==> src/wrsi_pkg.sv <==
`timescale 1ns / 1ps

package wrsi_pkg;

    localparam int PRICE_BITS_DEF  = 32;
    localparam int FRAC_BITS_DEF   = 16;
    localparam int PERIOD_BITS_DEF = 8;
    localparam int PERIOD_RESET    = 14;

    // integer bits of the RSI result (0..100)
    localparam int RSI_INT_BITS = 7;

    // RSI levels in percent
    localparam int PCT_FULL = 100;
    localparam int PCT_HALF = 50;
    localparam int PCT_80   = 80;
    localparam int PCT_70   = 70;
    localparam int PCT_60   = 60;
    localparam int PCT_40   = 40;
    localparam int PCT_30   = 30;
    localparam int PCT_20   = 20;

    typedef enum logic [2:0] {
        ZONE_EXT_OB  = 3'd0,
        ZONE_OB      = 3'd1,
        ZONE_EXT_OS  = 3'd2,
        ZONE_OS      = 3'd3,
        ZONE_BULL    = 3'd4,
        ZONE_BEAR    = 3'd5,
        ZONE_NEUTRAL = 3'd6
    } t_zone;

    typedef enum logic [2:0] {
        LOP_NONE  = 3'd0,
        LOP_CLEAR = 3'd1,
        LOP_SUM   = 3'd2,
        LOP_ZERO  = 3'd3,
        LOP_MUL   = 3'd4,
        LOP_ADD   = 3'd5,
        LOP_DIV   = 3'd6,
        LOP_STORE = 3'd7
    } t_lane_op;

    typedef struct packed {
        t_lane_op op;
        logic     mul_bit;
    } t_lane_cmd;

endpackage

==> src/wrsi_ifs.sv <==
`timescale 1ns / 1ps

interface wrsi_in_if #(
    parameter int PRICE_BITS = 32
) ();
    logic                  valid;
    logic                  ready;
    logic [PRICE_BITS-1:0] price;
    logic                  series_start;

    modport source (output valid, output price, output series_start, input ready);
    modport sink   (input valid, input price, input series_start, output ready);
endinterface

interface wrsi_out_if import wrsi_pkg::*; #(
    parameter int RSI_BITS = 23
) ();
    logic                valid;
    logic                ready;
    logic [RSI_BITS-1:0] rsi_value;
    logic                rsi_valid;
    t_zone               zone;

    modport source (output valid, output rsi_value, output rsi_valid, output zone, input ready);
    modport sink   (input valid, input rsi_value, input rsi_valid, input zone, output ready);
endinterface

==> src/wilder_rsi_indicator_top.sv <==
`timescale 1ns / 1ps

// Streaming Wilder RSI with zone code.
// Input channel i_in (valid/ready): price, series_start. Output channel o_out
// (valid/ready): rsi_value (Q7.FRAC_BITS), rsi_valid, zone. One result per
// input transfer, in order. Config: i_cfg_we/i_cfg_wdata writes rsi_period
// (0 acts as 1); write only while idle.
// Per item, after the input transfer: the first price of a series is only
// stored; a change while the count is below the period is added to the
// sums; the change that brings the count to the period divides the sums by
// that count into averages; a Wilder smoothing step multiplies each average
// by period-1 bit-serially, adds the change and divides by the period. The
// last two then run the RSI divide, which finishes at once when the loss
// average is zero. W = PRICE_BITS + FRAC_BITS + PERIOD_BITS (56 at defaults).
// The W-step restoring divide in the average lanes and the bit-serial RSI
// divide dominate. One item is processed at a time; the next transfer is
// taken in the cycle after the result has moved into the output register, so a
// result waiting on a stalled receiver does not block the next item's work,
// but a second result waits in the sequencer until the output register frees.
// Synchronous reset clears the averages, count and history, sets the
// period to 14 and empties the output register.
module wilder_rsi_indicator_top import wrsi_pkg::*; #(
    parameter int PRICE_BITS  = PRICE_BITS_DEF,
    parameter int FRAC_BITS   = FRAC_BITS_DEF,
    parameter int PERIOD_BITS = PERIOD_BITS_DEF,
    localparam int RSI_BITS   = FRAC_BITS + RSI_INT_BITS
) (
    input  logic                   i_clk,
    input  logic                   i_rst_n,
    wrsi_in_if.sink                i_in,
    wrsi_out_if.source             o_out,
    input  logic                   i_cfg_we,
    input  logic [PERIOD_BITS-1:0] i_cfg_wdata
);

    localparam int W  = PRICE_BITS + FRAC_BITS + PERIOD_BITS;
    localparam int SB = $clog2(W);
    localparam logic [PERIOD_BITS-1:0] COUNT_FULL = '1;

    localparam logic [RSI_BITS-1:0] RSI_HALF = RSI_BITS'(PCT_HALF) << FRAC_BITS;
    localparam logic [RSI_BITS-1:0] TH_80    = RSI_BITS'(PCT_80) << FRAC_BITS;
    localparam logic [RSI_BITS-1:0] TH_70    = RSI_BITS'(PCT_70) << FRAC_BITS;
    localparam logic [RSI_BITS-1:0] TH_60    = RSI_BITS'(PCT_60) << FRAC_BITS;
    localparam logic [RSI_BITS-1:0] TH_40    = RSI_BITS'(PCT_40) << FRAC_BITS;
    localparam logic [RSI_BITS-1:0] TH_30    = RSI_BITS'(PCT_30) << FRAC_BITS;
    localparam logic [RSI_BITS-1:0] TH_20    = RSI_BITS'(PCT_20) << FRAC_BITS;

    typedef enum logic [9:0] {
        S_IDLE  = 10'b00_0000_0001,
        S_CHG   = 10'b00_0000_0010,
        S_SUM   = 10'b00_0000_0100,
        S_MUL   = 10'b00_0000_1000,
        S_ADD   = 10'b00_0001_0000,
        S_DIV   = 10'b00_0010_0000,
        S_STORE = 10'b00_0100_0000,
        S_RSI   = 10'b00_1000_0000,
        S_WAIT  = 10'b01_0000_0000,
        S_OUT   = 10'b10_0000_0000
    } t_state;

    t_state                 r_state;
    logic                   r_have;
    logic [PERIOD_BITS-1:0] r_count;
    logic [PERIOD_BITS-1:0] r_period;
    logic [PRICE_BITS-1:0]  r_price;
    logic                   r_start;
    logic [PRICE_BITS-1:0]  r_last;
    logic [PRICE_BITS-1:0]  r_gdiff;
    logic [PRICE_BITS-1:0]  r_ldiff;
    logic [PERIOD_BITS-1:0] r_pm1;
    logic [PERIOD_BITS-1:0] r_div;
    logic [SB-1:0]          r_step;
    logic                   r_out_valid;
    logic [RSI_BITS-1:0]    r_rsi;
    logic                   r_rsi_ok;
    t_zone                  r_zone;

    logic                   w_accept;
    logic                   w_out_load;
    logic [PERIOD_BITS-1:0] w_period;
    logic [PERIOD_BITS-1:0] w_count_inc;
    logic                   w_rise;
    t_lane_cmd              w_cmd;
    logic [W-1:0]           w_gchg;
    logic [W-1:0]           w_lchg;
    logic [W-1:0]           w_gavg;
    logic [W-1:0]           w_lavg;
    logic                   w_ratio_done;
    logic [RSI_BITS-1:0]    w_ratio;
    t_zone                  w_zone;

    assign w_accept    = i_in.valid && i_in.ready;
    assign w_out_load  = (r_state == S_OUT) && (!r_out_valid || o_out.ready);
    assign w_period    = (r_period == '0) ? PERIOD_BITS'(1) : r_period;
    assign w_count_inc = r_count + PERIOD_BITS'(1);
    assign w_rise      = r_price > r_last;

    // price changes as Q.FRAC_BITS values
    assign w_gchg = {{PERIOD_BITS{1'b0}}, r_gdiff, {FRAC_BITS{1'b0}}};
    assign w_lchg = {{PERIOD_BITS{1'b0}}, r_ldiff, {FRAC_BITS{1'b0}}};

    // control
    always_ff @(posedge i_clk) begin
        if (!i_rst_n) begin
            r_state     <= S_IDLE;
            r_have      <= 1'b0;
            r_count     <= '0;
            r_period    <= PERIOD_BITS'(PERIOD_RESET);
            r_out_valid <= 1'b0;
        end else begin
            if (i_cfg_we) begin
                r_period <= i_cfg_wdata;
            end
            // a load and an output transfer in the same cycle keep it full
            if (w_out_load) begin
                r_out_valid <= 1'b1;
            end else if (o_out.valid && o_out.ready) begin
                r_out_valid <= 1'b0;
            end
            case (r_state)
                S_IDLE: begin
                    if (w_accept) begin
                        r_state <= S_CHG;
                    end
                end
                S_CHG: begin
                    if (r_start || !r_have) begin
                        // price is only stored
                        r_have  <= 1'b1;
                        if (r_start) begin
                            r_count <= '0;
                        end
                        r_state <= S_OUT;
                    end else if (r_count != COUNT_FULL) begin
                        r_state <= S_SUM;
                    end else begin
                        r_state <= S_MUL;
                    end
                end
                S_SUM: begin
                    // sums become averages once the count reaches the period
                    if (w_count_inc >= w_period) begin
                        r_count <= COUNT_FULL;
                        r_state <= S_DIV;
                    end else begin
                        r_count <= w_count_inc;
                        r_state <= S_OUT;
                    end
                end
                S_MUL: begin
                    if (r_step == SB'(PERIOD_BITS-1)) begin
                        r_state <= S_ADD;
                    end
                end
                S_ADD: begin
                    r_state <= S_DIV;
                end
                S_DIV: begin
                    if (r_step == SB'(W-1)) begin
                        r_state <= S_STORE;
                    end
                end
                S_STORE: begin
                    r_state <= S_RSI;
                end
                S_RSI: begin
                    r_state <= S_WAIT;
                end
                S_WAIT: begin
                    if (w_ratio_done) begin
                        r_state <= S_OUT;
                    end
                end
                S_OUT: begin
                    if (w_out_load) begin
                        r_state <= S_IDLE;
                    end
                end
                default: begin
                    r_state <= S_IDLE;
                end
            endcase
        end
    end

    // datapath
    always_ff @(posedge i_clk) begin
        if (w_accept) begin
            r_price <= i_in.price;
            r_start <= i_in.series_start;
        end
        case (r_state)
            S_CHG: begin
                r_last  <= r_price;
                r_gdiff <= w_rise ? (r_price - r_last) : '0;
                r_ldiff <= w_rise ? '0 : (r_last - r_price);
                r_pm1   <= w_period - PERIOD_BITS'(1);
                r_div   <= w_period;
                r_step  <= '0;
            end
            S_SUM: begin
                r_div  <= w_count_inc;
                r_step <= '0;
            end
            S_MUL: begin
                r_pm1  <= {r_pm1[PERIOD_BITS-2:0], 1'b0};
                r_step <= r_step + SB'(1);
            end
            S_ADD: begin
                r_step <= '0;
            end
            S_DIV: begin
                r_step <= r_step + SB'(1);
            end
            default: begin
                r_step <= r_step;
            end
        endcase
        if (w_out_load) begin
            if (r_count == COUNT_FULL) begin
                r_rsi    <= w_ratio;
                r_rsi_ok <= 1'b1;
                r_zone   <= w_zone;
            end else begin
                r_rsi    <= RSI_HALF;
                r_rsi_ok <= 1'b0;
                r_zone   <= ZONE_NEUTRAL;
            end
        end
    end

    // lane commands
    always_comb begin
        w_cmd.op      = LOP_NONE;
        w_cmd.mul_bit = r_pm1[PERIOD_BITS-1];
        case (r_state)
            S_CHG: begin
                if (r_start) begin
                    w_cmd.op = LOP_CLEAR;
                end else if (r_have && (r_count == COUNT_FULL)) begin
                    w_cmd.op = LOP_ZERO;
                end
            end
            S_SUM:   w_cmd.op = LOP_SUM;
            S_MUL:   w_cmd.op = LOP_MUL;
            S_ADD:   w_cmd.op = LOP_ADD;
            S_DIV:   w_cmd.op = LOP_DIV;
            S_STORE: w_cmd.op = LOP_STORE;
            default: w_cmd.op = LOP_NONE;
        endcase
    end

    // zone, checked in priority order
    always_comb begin
        if (w_ratio >= TH_80) begin
            w_zone = ZONE_EXT_OB;
        end else if (w_ratio >= TH_70) begin
            w_zone = ZONE_OB;
        end else if (w_ratio <= TH_20) begin
            w_zone = ZONE_EXT_OS;
        end else if (w_ratio <= TH_30) begin
            w_zone = ZONE_OS;
        end else if (w_ratio >= TH_60) begin
            w_zone = ZONE_BULL;
        end else if (w_ratio <= TH_40) begin
            w_zone = ZONE_BEAR;
        end else begin
            w_zone = ZONE_NEUTRAL;
        end
    end

    wrsi_avg_lane #(
        .W  (W),
        .PB (PERIOD_BITS)
    ) u_gain_lane (
        .i_clk   (i_clk),
        .i_rst_n (i_rst_n),
        .i_cmd   (w_cmd),
        .i_chg   (w_gchg),
        .i_div   (r_div),
        .o_avg   (w_gavg)
    );

    wrsi_avg_lane #(
        .W  (W),
        .PB (PERIOD_BITS)
    ) u_loss_lane (
        .i_clk   (i_clk),
        .i_rst_n (i_rst_n),
        .i_cmd   (w_cmd),
        .i_chg   (w_lchg),
        .i_div   (r_div),
        .o_avg   (w_lavg)
    );

    // averages hold still from S_RSI until the done pulse
    wrsi_ratio_div #(
        .W (W),
        .F (FRAC_BITS)
    ) u_ratio_div (
        .i_clk   (i_clk),
        .i_rst_n (i_rst_n),
        .i_start (r_state == S_RSI),
        .i_gain  (w_gavg),
        .i_loss  (w_lavg),
        .o_done  (w_ratio_done),
        .o_rsi   (w_ratio)
    );

    assign i_in.ready      = (r_state == S_IDLE);
    assign o_out.valid     = r_out_valid;
    assign o_out.rsi_value = r_rsi;
    assign o_out.rsi_valid = r_rsi_ok;
    assign o_out.zone      = r_zone;

endmodule

==> src/wrsi_avg_lane.sv <==
`timescale 1ns / 1ps

// One average (gain or loss): holds the running sum/average and a work
// register used for bit-serial multiply and restoring divide.
module wrsi_avg_lane import wrsi_pkg::*; #(
    parameter int W  = 56,
    parameter int PB = 8
) (
    input  logic          i_clk,
    input  logic          i_rst_n,
    input  t_lane_cmd     i_cmd,
    input  logic [W-1:0]  i_chg,
    input  logic [PB-1:0] i_div,
    output logic [W-1:0]  o_avg
);

    logic [W-1:0]  r_avg;
    logic [W-1:0]  r_acc;
    logic [PB-1:0] r_rem;

    logic [W-1:0]  w_sum;
    logic [W-1:0]  w_mul;
    logic [W-1:0]  w_add;
    logic [PB:0]   w_trial;
    logic [PB:0]   w_diff;
    logic          w_ge;
    logic [PB-1:0] n_rem;

    assign w_sum   = r_avg + i_chg;
    // MSB-first shift-add: acc = 2*acc + bit*avg
    assign w_mul   = {r_acc[W-2:0], 1'b0} + (i_cmd.mul_bit ? r_avg : '0);
    assign w_add   = r_acc + i_chg;
    assign w_trial = {r_rem, r_acc[W-1]};
    assign w_diff  = w_trial - {1'b0, i_div};
    assign w_ge    = w_trial >= {1'b0, i_div};
    assign n_rem   = w_ge ? w_diff[PB-1:0] : w_trial[PB-1:0];

    always_ff @(posedge i_clk) begin
        if (!i_rst_n) begin
            r_avg <= '0;
        end else begin
            case (i_cmd.op)
                LOP_CLEAR: r_avg <= '0;
                LOP_SUM:   r_avg <= w_sum;
                LOP_STORE: r_avg <= r_acc;
                default:   r_avg <= r_avg;
            endcase
        end
    end

    always_ff @(posedge i_clk) begin
        case (i_cmd.op)
            LOP_SUM: begin
                r_acc <= w_sum;
                r_rem <= '0;
            end
            LOP_ZERO: begin
                r_acc <= '0;
            end
            LOP_MUL: begin
                r_acc <= w_mul;
            end
            LOP_ADD: begin
                r_acc <= w_add;
                r_rem <= '0;
            end
            LOP_DIV: begin
                r_acc <= {r_acc[W-2:0], w_ge};
                r_rem <= n_rem;
            end
            default: begin
                r_acc <= r_acc;
            end
        endcase
    end

    assign o_avg = r_avg;

endmodule

==> src/wrsi_ratio_div.sv <==
`timescale 1ns / 1ps

// RSI = 100*gain*2^F / (gain+loss), truncated, by restoring division one
// quotient bit per cycle. Operands must stay stable until o_done.
module wrsi_ratio_div import wrsi_pkg::*; #(
    parameter int W = 56,
    parameter int F = 16,
    localparam int Q = F + RSI_INT_BITS
) (
    input  logic         i_clk,
    input  logic         i_rst_n,
    input  logic         i_start,
    input  logic [W-1:0] i_gain,
    input  logic [W-1:0] i_loss,
    output logic         o_done,
    output logic [Q-1:0] o_rsi
);

    localparam int NB = W + RSI_INT_BITS;
    localparam int CB = $clog2(Q);
    localparam logic [Q-1:0] RSI_FULL = Q'(PCT_FULL) << F;

    typedef enum logic [2:0] {
        RD_IDLE = 3'b001,
        RD_MUL  = 3'b010,
        RD_DIV  = 3'b100
    } t_rd_state;

    t_rd_state     r_state;
    logic          r_done;
    logic [CB-1:0] r_cnt;
    logic [W:0]    r_s;
    logic [W:0]    r_rem;
    logic [NB-1:0] r_num;
    logic [Q-1:0]  r_q;

    logic [NB-1:0] n_num;
    logic [W+1:0]  w_trial;
    logic [W+1:0]  w_diff;
    logic          w_ge;
    logic [W:0]    n_rem;

    // 100 = 64 + 32 + 4: first two terms at start, last one in RD_MUL
    assign n_num   = r_num + {5'b0, i_gain, 2'b0};
    assign w_trial = {r_rem, r_q[Q-1]};
    assign w_diff  = w_trial - {1'b0, r_s};
    assign w_ge    = w_trial >= {1'b0, r_s};
    assign n_rem   = w_ge ? w_diff[W:0] : w_trial[W:0];

    always_ff @(posedge i_clk) begin
        if (!i_rst_n) begin
            r_state <= RD_IDLE;
            r_done  <= 1'b0;
        end else begin
            // zero loss finishes at once, otherwise after the last quotient bit
            r_done <= ((r_state == RD_IDLE) && i_start && (i_loss == '0)) ||
                      ((r_state == RD_DIV) && (r_cnt == CB'(Q-1)));
            case (r_state)
                RD_IDLE: begin
                    if (i_start && (i_loss != '0)) begin
                        r_state <= RD_MUL;
                    end
                end
                RD_MUL: begin
                    r_state <= RD_DIV;
                end
                RD_DIV: begin
                    if (r_cnt == CB'(Q-1)) begin
                        r_state <= RD_IDLE;
                    end
                end
                default: begin
                    r_state <= RD_IDLE;
                end
            endcase
        end
    end

    always_ff @(posedge i_clk) begin
        case (r_state)
            RD_IDLE: begin
                if (i_start) begin
                    r_s   <= {1'b0, i_gain} + {1'b0, i_loss};
                    r_num <= {1'b0, i_gain, 6'b0} + {2'b0, i_gain, 5'b0};
                    if (i_loss == '0) begin
                        r_q <= RSI_FULL;
                    end
                end
            end
            RD_MUL: begin
                // high part of the dividend seeds the remainder
                r_rem <= {1'b0, n_num[NB-1:RSI_INT_BITS]};
                r_q   <= {n_num[RSI_INT_BITS-1:0], {F{1'b0}}};
                r_cnt <= '0;
            end
            RD_DIV: begin
                r_rem <= n_rem;
                r_q   <= {r_q[Q-2:0], w_ge};
                r_cnt <= r_cnt + CB'(1);
            end
            default: begin
                r_q <= r_q;
            end
        endcase
    end

    assign o_done = r_done;
    assign o_rsi  = r_q;

endmodule

==> src/flat_wrapper.sv <==
// flat-port wrapper written by rule: the top's interface ports become plain ports
module wilder_rsi_indicator_top_flat import wrsi_pkg::*;
#(
    parameter int PRICE_BITS  = PRICE_BITS_DEF,
    parameter int FRAC_BITS   = FRAC_BITS_DEF,
    parameter int PERIOD_BITS = PERIOD_BITS_DEF,
    localparam int RSI_BITS   = FRAC_BITS + RSI_INT_BITS
)
  (i_clk, i_rst_n, i_cfg_we, i_cfg_wdata, i_in_valid, i_in_price, i_in_series_start, i_in_ready, o_out_valid, o_out_rsi_value, o_out_rsi_valid, o_out_zone, o_out_ready);
  wrsi_in_if #(.PRICE_BITS(PRICE_BITS)) i_in_i ();
  wrsi_out_if #(.RSI_BITS((FRAC_BITS_DEF + RSI_INT_BITS))) o_out_i ();
  input  logic i_clk;
  input  logic i_rst_n;
  input  logic i_cfg_we;
  input  logic [PERIOD_BITS-1:0] i_cfg_wdata;
  input wire logic [$bits(i_in_i.valid)-1:0] i_in_valid;
  input wire logic [$bits(i_in_i.price)-1:0] i_in_price;
  input wire logic [$bits(i_in_i.series_start)-1:0] i_in_series_start;
  output wire logic [$bits(i_in_i.ready)-1:0] i_in_ready;
  output wire logic [$bits(o_out_i.valid)-1:0] o_out_valid;
  output wire logic [$bits(o_out_i.rsi_value)-1:0] o_out_rsi_value;
  output wire logic [$bits(o_out_i.rsi_valid)-1:0] o_out_rsi_valid;
  output wire logic [$bits(o_out_i.zone)-1:0] o_out_zone;
  input wire logic [$bits(o_out_i.ready)-1:0] o_out_ready;
  assign i_in_i.valid = i_in_valid;
  assign i_in_i.price = i_in_price;
  assign i_in_i.series_start = i_in_series_start;
  assign i_in_ready = i_in_i.ready;
  assign o_out_valid = o_out_i.valid;
  assign o_out_rsi_value = o_out_i.rsi_value;
  assign o_out_rsi_valid = o_out_i.rsi_valid;
  assign o_out_zone = o_out_i.zone;
  assign o_out_i.ready = o_out_ready;
  wilder_rsi_indicator_top #(.PRICE_BITS(PRICE_BITS), .FRAC_BITS(FRAC_BITS), .PERIOD_BITS(PERIOD_BITS)) u_core (.i_clk(i_clk), .i_rst_n(i_rst_n), .i_in(i_in_i), .o_out(o_out_i), .i_cfg_we(i_cfg_we), .i_cfg_wdata(i_cfg_wdata));
endmodule
==> config.mk <==
export PLATFORM = sky130hd
export DESIGN_NAME = wilder_rsi_indicator_top_flat
export DESIGN_NICKNAME = d
export VERILOG_FILES = /design/src/wrsi_pkg.sv /design/src/wrsi_ifs.sv /design/src/wilder_rsi_indicator_top.sv /design/src/wrsi_avg_lane.sv /design/src/wrsi_ratio_div.sv /design/src/flat_wrapper.sv
export SDC_FILE = /design/constraint.sdc
export NUM_CORES = 2
export LEC_CHECK = 0
export BUFFER_PORTS_ARGS = -buffer_cell sky130_fd_sc_hd__buf_4
export CORE_UTILIZATION = 45
export CTS_CLUSTER_SIZE = 10
export DETAILED_ROUTE_END_ITERATION = 8
export GPL_ROUTABILITY_DRIVEN = 0
export PLACE_DENSITY_LB_ADDON = 0.1
export SYNTH_ARGS = -nofsm -noshare
export SYNTH_HDL_FRONTEND = slang
export SYNTH_HIERARCHICAL = 1
export SYNTH_SLANG_ARGS = --single-unit
==> constraint.sdc <==
create_clock -name i_clk -period 5.9 [get_ports i_clk]
set_input_delay 0 -clock i_clk [delete_from_list [all_inputs] [get_ports i_clk]]
set_output_delay 0 -clock i_clk [all_outputs]
set_load 0.1 [all_outputs]
# Word-level counts from Yosys, hierarchy flattened
# Index checks and enable logic that the tools add are counted.
dict set report op_classes {
  addsub 18
  order_cmp 11
  eq_ne 36
  n_mux 48
  bitwise 1
  reduce_logical 35
}
# cell n
set op_table {}
lappend op_table {{56-bit one-hot mux with 5 select lines} 2}
lappend op_table {{56-bit one-hot mux with 3 select lines} 2}
lappend op_table {{56-bit by 48-bit adder with 56-bit output} 4}
lappend op_table {{57-bit one-hot mux with 2 select lines} 1}
lappend op_table {{56-bit adder} 2}
lappend op_table {{56-bit 2-to-1 mux} 2}
lappend op_table {{10-bit one-hot mux with 10 select lines} 1}
lappend op_table {{8-bit one-hot mux with 2 select lines} 5}
lappend op_table {{10-bit 2-to-1 mux} 7}
lappend op_table {{23-bit one-hot mux with 3 select lines} 1}
lappend op_table {{32-bit subtractor} 2}
lappend op_table {{62-bit by 61-bit adder with 63-bit output} 1}
lappend op_table {{63-bit by 58-bit adder with 63-bit output} 1}
lappend op_table {{58-bit by 57-bit greater-or-equal comparator with 1-bit output} 1}
lappend op_table {{56-bit by 56-bit adder with 57-bit output} 1}
lappend op_table {{57-bit 2-to-1 mux} 1}
lappend op_table {{57-bit subtractor} 1}
lappend op_table {{56-bit zero test} 1}
lappend op_table {{56-bit nonzero test} 1}
lappend op_table {{8-bit 2-to-1 mux} 6}
lappend op_table {{23-bit greater-or-equal comparator, second input constant} 2}
lappend op_table {{23-bit by 21-bit <= comparator with 1-bit output, second input constant} 2}
lappend op_table {{23-bit 2-to-1 mux} 2}
lappend op_table {{32-bit > comparator} 1}
lappend op_table {{50 further kinds} 99}
dict set report word_totals {
  regBits 655
  out_inout_bits 29
  elab_cells 179
}

# Logic depth before layout (Yosys ltp)
dict set report logic_depth {
  ltp_word 8
  mapped_depth 18
  ltp_nobuf 15
}

# Cells and area by module
# Netlist, hierarchy kept.
# mod instances cells_per_inst area_each_um2 seq_area_each_um2
set modules_own_cells {}
lappend modules_own_cells {wrsi_avg_lane 2 2199 16492.1 3042.9}
lappend modules_own_cells {wrsi_ratio_div 1 2418 20741.1 6085.8}
lappend modules_own_cells {wilder_rsi_indicator_top 1 1156 11917.7 5905.7}

# Worst setup path after synthesis
# OpenSTA, ideal clock, no wires.
dict set report synth_timing {
  path_type {reg-to-reg}
  from {register u_core.r_state[6]}
  to {register u_core.u_gain_lane.r_acc[0], enable pin}
  setup_time_ps 476
  t_arrival_ps 5138
  required_ps 5424
  slack_ps 286
  stages_incl_launch_ff 13
  synth_period_minus_slack_ps 5614
  path_cell_list {dfxtp_1 nor4_4 nand3_1 or3b_1 buf_2 and2_1 clkbuf_1 nand2_1 clkbuf_1 or2_2 clkbuf_1 clkbuf_1 nor2b_1}
}
# element line
set synth_lines {}
lappend synth_lines {{start, declared} wilder_rsi_indicator_top.sv:61} ;# t_state r_state;
lappend synth_lines {{start signal, assigned} wilder_rsi_indicator_top.sv:105} ;# r_state <= S_IDLE;
lappend synth_lines {{start signal, assigned} wilder_rsi_indicator_top.sv:123} ;# r_state <= S_CHG;
lappend synth_lines {{start signal, assigned} wilder_rsi_indicator_top.sv:133} ;# r_state <= S_OUT;
lappend synth_lines {{end signal, assigned} wrsi_avg_lane.sv:54} ;# r_acc <= w_sum;
lappend synth_lines {{end signal, assigned} wrsi_avg_lane.sv:61} ;# r_acc <= w_mul;
lappend synth_lines {{end signal, assigned} wrsi_avg_lane.sv:64} ;# r_acc <= w_add;
lappend synth_lines {{end, declared} wrsi_avg_lane.sv:18} ;# logic [W-1:0] r_acc;

==> impl_metrics.env <==
export IMPL_status="finished clean"
export IMPL_cts_tree="done"
export IMPL_yosys_area_share_simple=0.167
export IMPL_synth_avg_cell_area_sq_um=8.23
export IMPL_fin_setup_tns_ns=0
export IMPL_synth_xor_area_frac=0.0773
export IMPL_rsz0062_at_grt="no"
export IMPL_synth_compound_area_frac=0.301
export IMPL_placed_cell_area_sq_mm=0.0682
export IMPL_nets=8707
export IMPL_use_met1=0.413
export IMPL_fmax_mhz=214
export IMPL_syn2layout_area_growth_pct=9.36
export IMPL_die_area_sq_mm=0.147
export IMPL_r2r_start="u_core/r_state[6]"
export IMPL_critPathLaunchType="flop"
export IMPL_ys_ff_latch=650
export IMPL_async_reset_ff_frac=0
export IMPL_max_cap_violations=0
export IMPL_synth_common_cells="900 x a21oi_1, 727 x nand2_1, 643 x ha_1, 579 x o21ai_0, 514 x nor2_1"
export IMPL_drive_gt1_frac=0.0565
export IMPL_cts_repair_resized=0
export IMPL_dp_hpwl_um=191000
export IMPL_drt_wl_total_um=243000
export IMPL_cp_data_required_time_ns=6.36
export IMPL_met2_usage=0.520
export IMPL_rows=139
export IMPL_startpoint="u_core/r_state[6]"
export IMPL_synth_main_ff_cell="edfxtp_1"
export IMPL_cts_sinks=650
export IMPL_min_path_type="input port to flop"
export IMPL_drc=0
export IMPL_ys_top_cells_by_area="edfxtp_1 23%, ha_1 12%, a21oi_1 6.9%"
export IMPL_seqCellArea_sq_mm=0.0181
export IMPL_drt_pass1_iter_count=7
export IMPL_dp_slack_ns=1.38
export IMPL_skew_ns=0.0335
export IMPL_postLayoutCellArea_sq_mm=0.0718
export IMPL_drv_slew=0
export IMPL_synthMuxAreaShare=0.00659
export IMPL_vias=63200
export IMPL_synth_adder_area_share=0.127
export IMPL_cts_htree_levels=3
export IMPL_syn_area_sq_mm=0.0656
export IMPL_start_util=0.455
export IMPL_synth_top_area_frac=0.231
export IMPL_clockBufferDepth=3
export IMPL_yosys_warnings=6
export IMPL_syn_inst=7972
export IMPL_yosysMostFrequentCell="a21oi_1"
export IMPL_port_buffers=74
export IMPL_fin_ws_ns=1.23
export IMPL_die_h_um=384
export IMPL_crit_fanout=26
export IMPL_synth_edf_count=506
export IMPL_drtIter0Drc=6616
export IMPL_setup_viol=0
export IMPL_path_class="flop to flop"
export IMPL_synth_top_family_by_area="compound AO/OA/AOI/OAI gates"
export IMPL_multi_input_area_sq_mm=0.0451
export IMPL_grt_pass1_wl_um=366000
export IMPL_cts_buffers_inserted=85
export IMPL_viasPerCell=6.34
export IMPL_final_hold_violation_count=0
export IMPL_timing_max_slew_rel_slack=0.166
export IMPL_peakVddDrop_mv=0.285
export IMPL_layout_min_cycle_time_ns=4.67
export IMPL_insertion_delay_ns=0.73
export IMPL_power_density_mw_per_mm2=171
export IMPL_root_buffer="clkbuf_16"
export IMPL_min_period_over_period=0.792
export IMPL_wl_per_cell_um=24.4
export IMPL_worst_pin_slew_ns=1.24
export IMPL_gr_usage_all_layers=0.321
export IMPL_core_area_sq_mm=0.144
export IMPL_postLayoutCoreUtil=0.498
export IMPL_die_w_um=384
export IMPL_end_kind="flop"
export IMPL_cts_reportedPaths_clkPinSlew_ns=0.06
export IMPL_ant_nets=0
export IMPL_synth_cell_types=126
export IMPL_gr_total_overflow=0
export IMPL_grt_busiest_layer="met2"
export IMPL_grt_pass1_vias=60400
export IMPL_hp_start="i_cfg_we"
export IMPL_worstPathArrival_ns=5.13
export IMPL_fillers=13900
export IMPL_use_met3=0.0506
export IMPL_synth_top_cell_by_area="edfxtp_1"
export IMPL_antenna_found_initial=12
export IMPL_ios=75
export IMPL_ys_seq_area_frac=0.275
export IMPL_grt_max_degree=113
export IMPL_power_leakage_nw=30.4
stage by stage:
stage                     power (mW)  std cells  hold slack (ns)
after global placement          7.08       9731            0.179
final                           12.3       9980            0.205
after global routing            12.7       9979            0.182
after floorplan                 6.46       8071           0.0619
after CTS                       12.4       9979            0.131
after detailed placement        7.09       9731            0.179
where the power goes:
part           internal, mW  total [mW]  switching, mW  leakage, nW
Clock                  2.95        5.20           2.25         1.31
Sequential             5.04        5.13         0.0891         5.97
Combinational         0.667        1.97           1.31         23.1
Total                  8.65        12.3           3.65         30.4
kinds of logic (layout without fill, tap and decap cells):
logic type	Yosys count	count (layout)
flops	650	650
other cells	1	101
mux	42	42
xor+xnor	579	579
buf+inv	754	759
compound gates	3018	3018
fa+ha+maj	659	659
simple gates	2269	2269
per-layer routing:
metal,up-vias,share of wire
met1,30300,0.41
met5,-,0.00050
met2,2587,0.45
met4,18,0.058
met3,541,0.080
li1,29800,-
final cells by class:
cell class                 instances  share of cell area
multi-input combinational       6667               0.628
sequential                       650               0.252
clock buffer                     133              0.0333
tap                             1903              0.0332
timing repair buffer             263              0.0315
inverter                         337              0.0177
clock inverter                    26             0.00436
antenna                            1           0.0000349
registers in the layout (all words and copies together) (netlist names), 8 cells and up:
register / cells
u_core/u_ratio_div/r_num: 58
u_core/u_ratio_div/r_rem: 57
u_core/u_ratio_div/r_s: 57
u_core/u_gain_lane/o_avg: 56
u_core/u_gain_lane/r_acc: 56
u_core/u_loss_lane/o_avg: 56
u_core/u_loss_lane/r_acc: 56
u_core/r_gdiff: 32
u_core/r_last: 32
u_core/r_ldiff: 32
u_core/r_price: 32
u_core/o_out.rsi_value: 23
u_core/u_ratio_div/o_rsi: 23
u_core/r_state: 10
u_core/r_count: 8
u_core/r_div: 8
u_core/r_period: 8
u_core/r_pm1: 8
u_core/u_gain_lane/r_rem: 8
u_core/u_loss_lane/r_rem: 8
critical path, cell delays in order (launching register included):
cell and delay, ns:
dfxtp_1 0.39, nor4_4 0.45, nand3_1 0.21, or3b_1 0.67, and2_1 0.36, nand2_4 0.50, nand2b_1 0.49, nand2_1 0.19
buf_4 0.34, nand2_1 0.33, o21ai_0 0.19, a21oi_1 0.07, a21oi_1 0.14, a21oi_1 0.06
what timing repair did:
action	CTS	global route
buffers inserted	0	0
endpoints found under the hold margin	64	0
hold buffers	89	0
worst paths after layout:
kind                             endpoint  slack (ns)  depth (start not counted)
max reg2reg  u_core/u_gain_lane/r_acc[45]        1.23                         13
min                    u_core/r_period[1]        0.20                          3
max          u_core/u_gain_lane/r_acc[45]        1.23                         13
min reg2reg             u_core/r_last[31]        0.47                          0
cell usage in the layout, fill, tap and decap left out, drive strengths merged, types with 156 or more instances in the layout:
cell type / n
a21o: 392
a21oi: 910
and2: 190
buf: 174
edfxtp: 506
ha: 643
inv: 342
nand2: 729
nand3: 156
nand4: 172
nor2: 518
o21ai: 631
xnor2: 339
xor2: 240
Power figures use the tool's default switching activity.
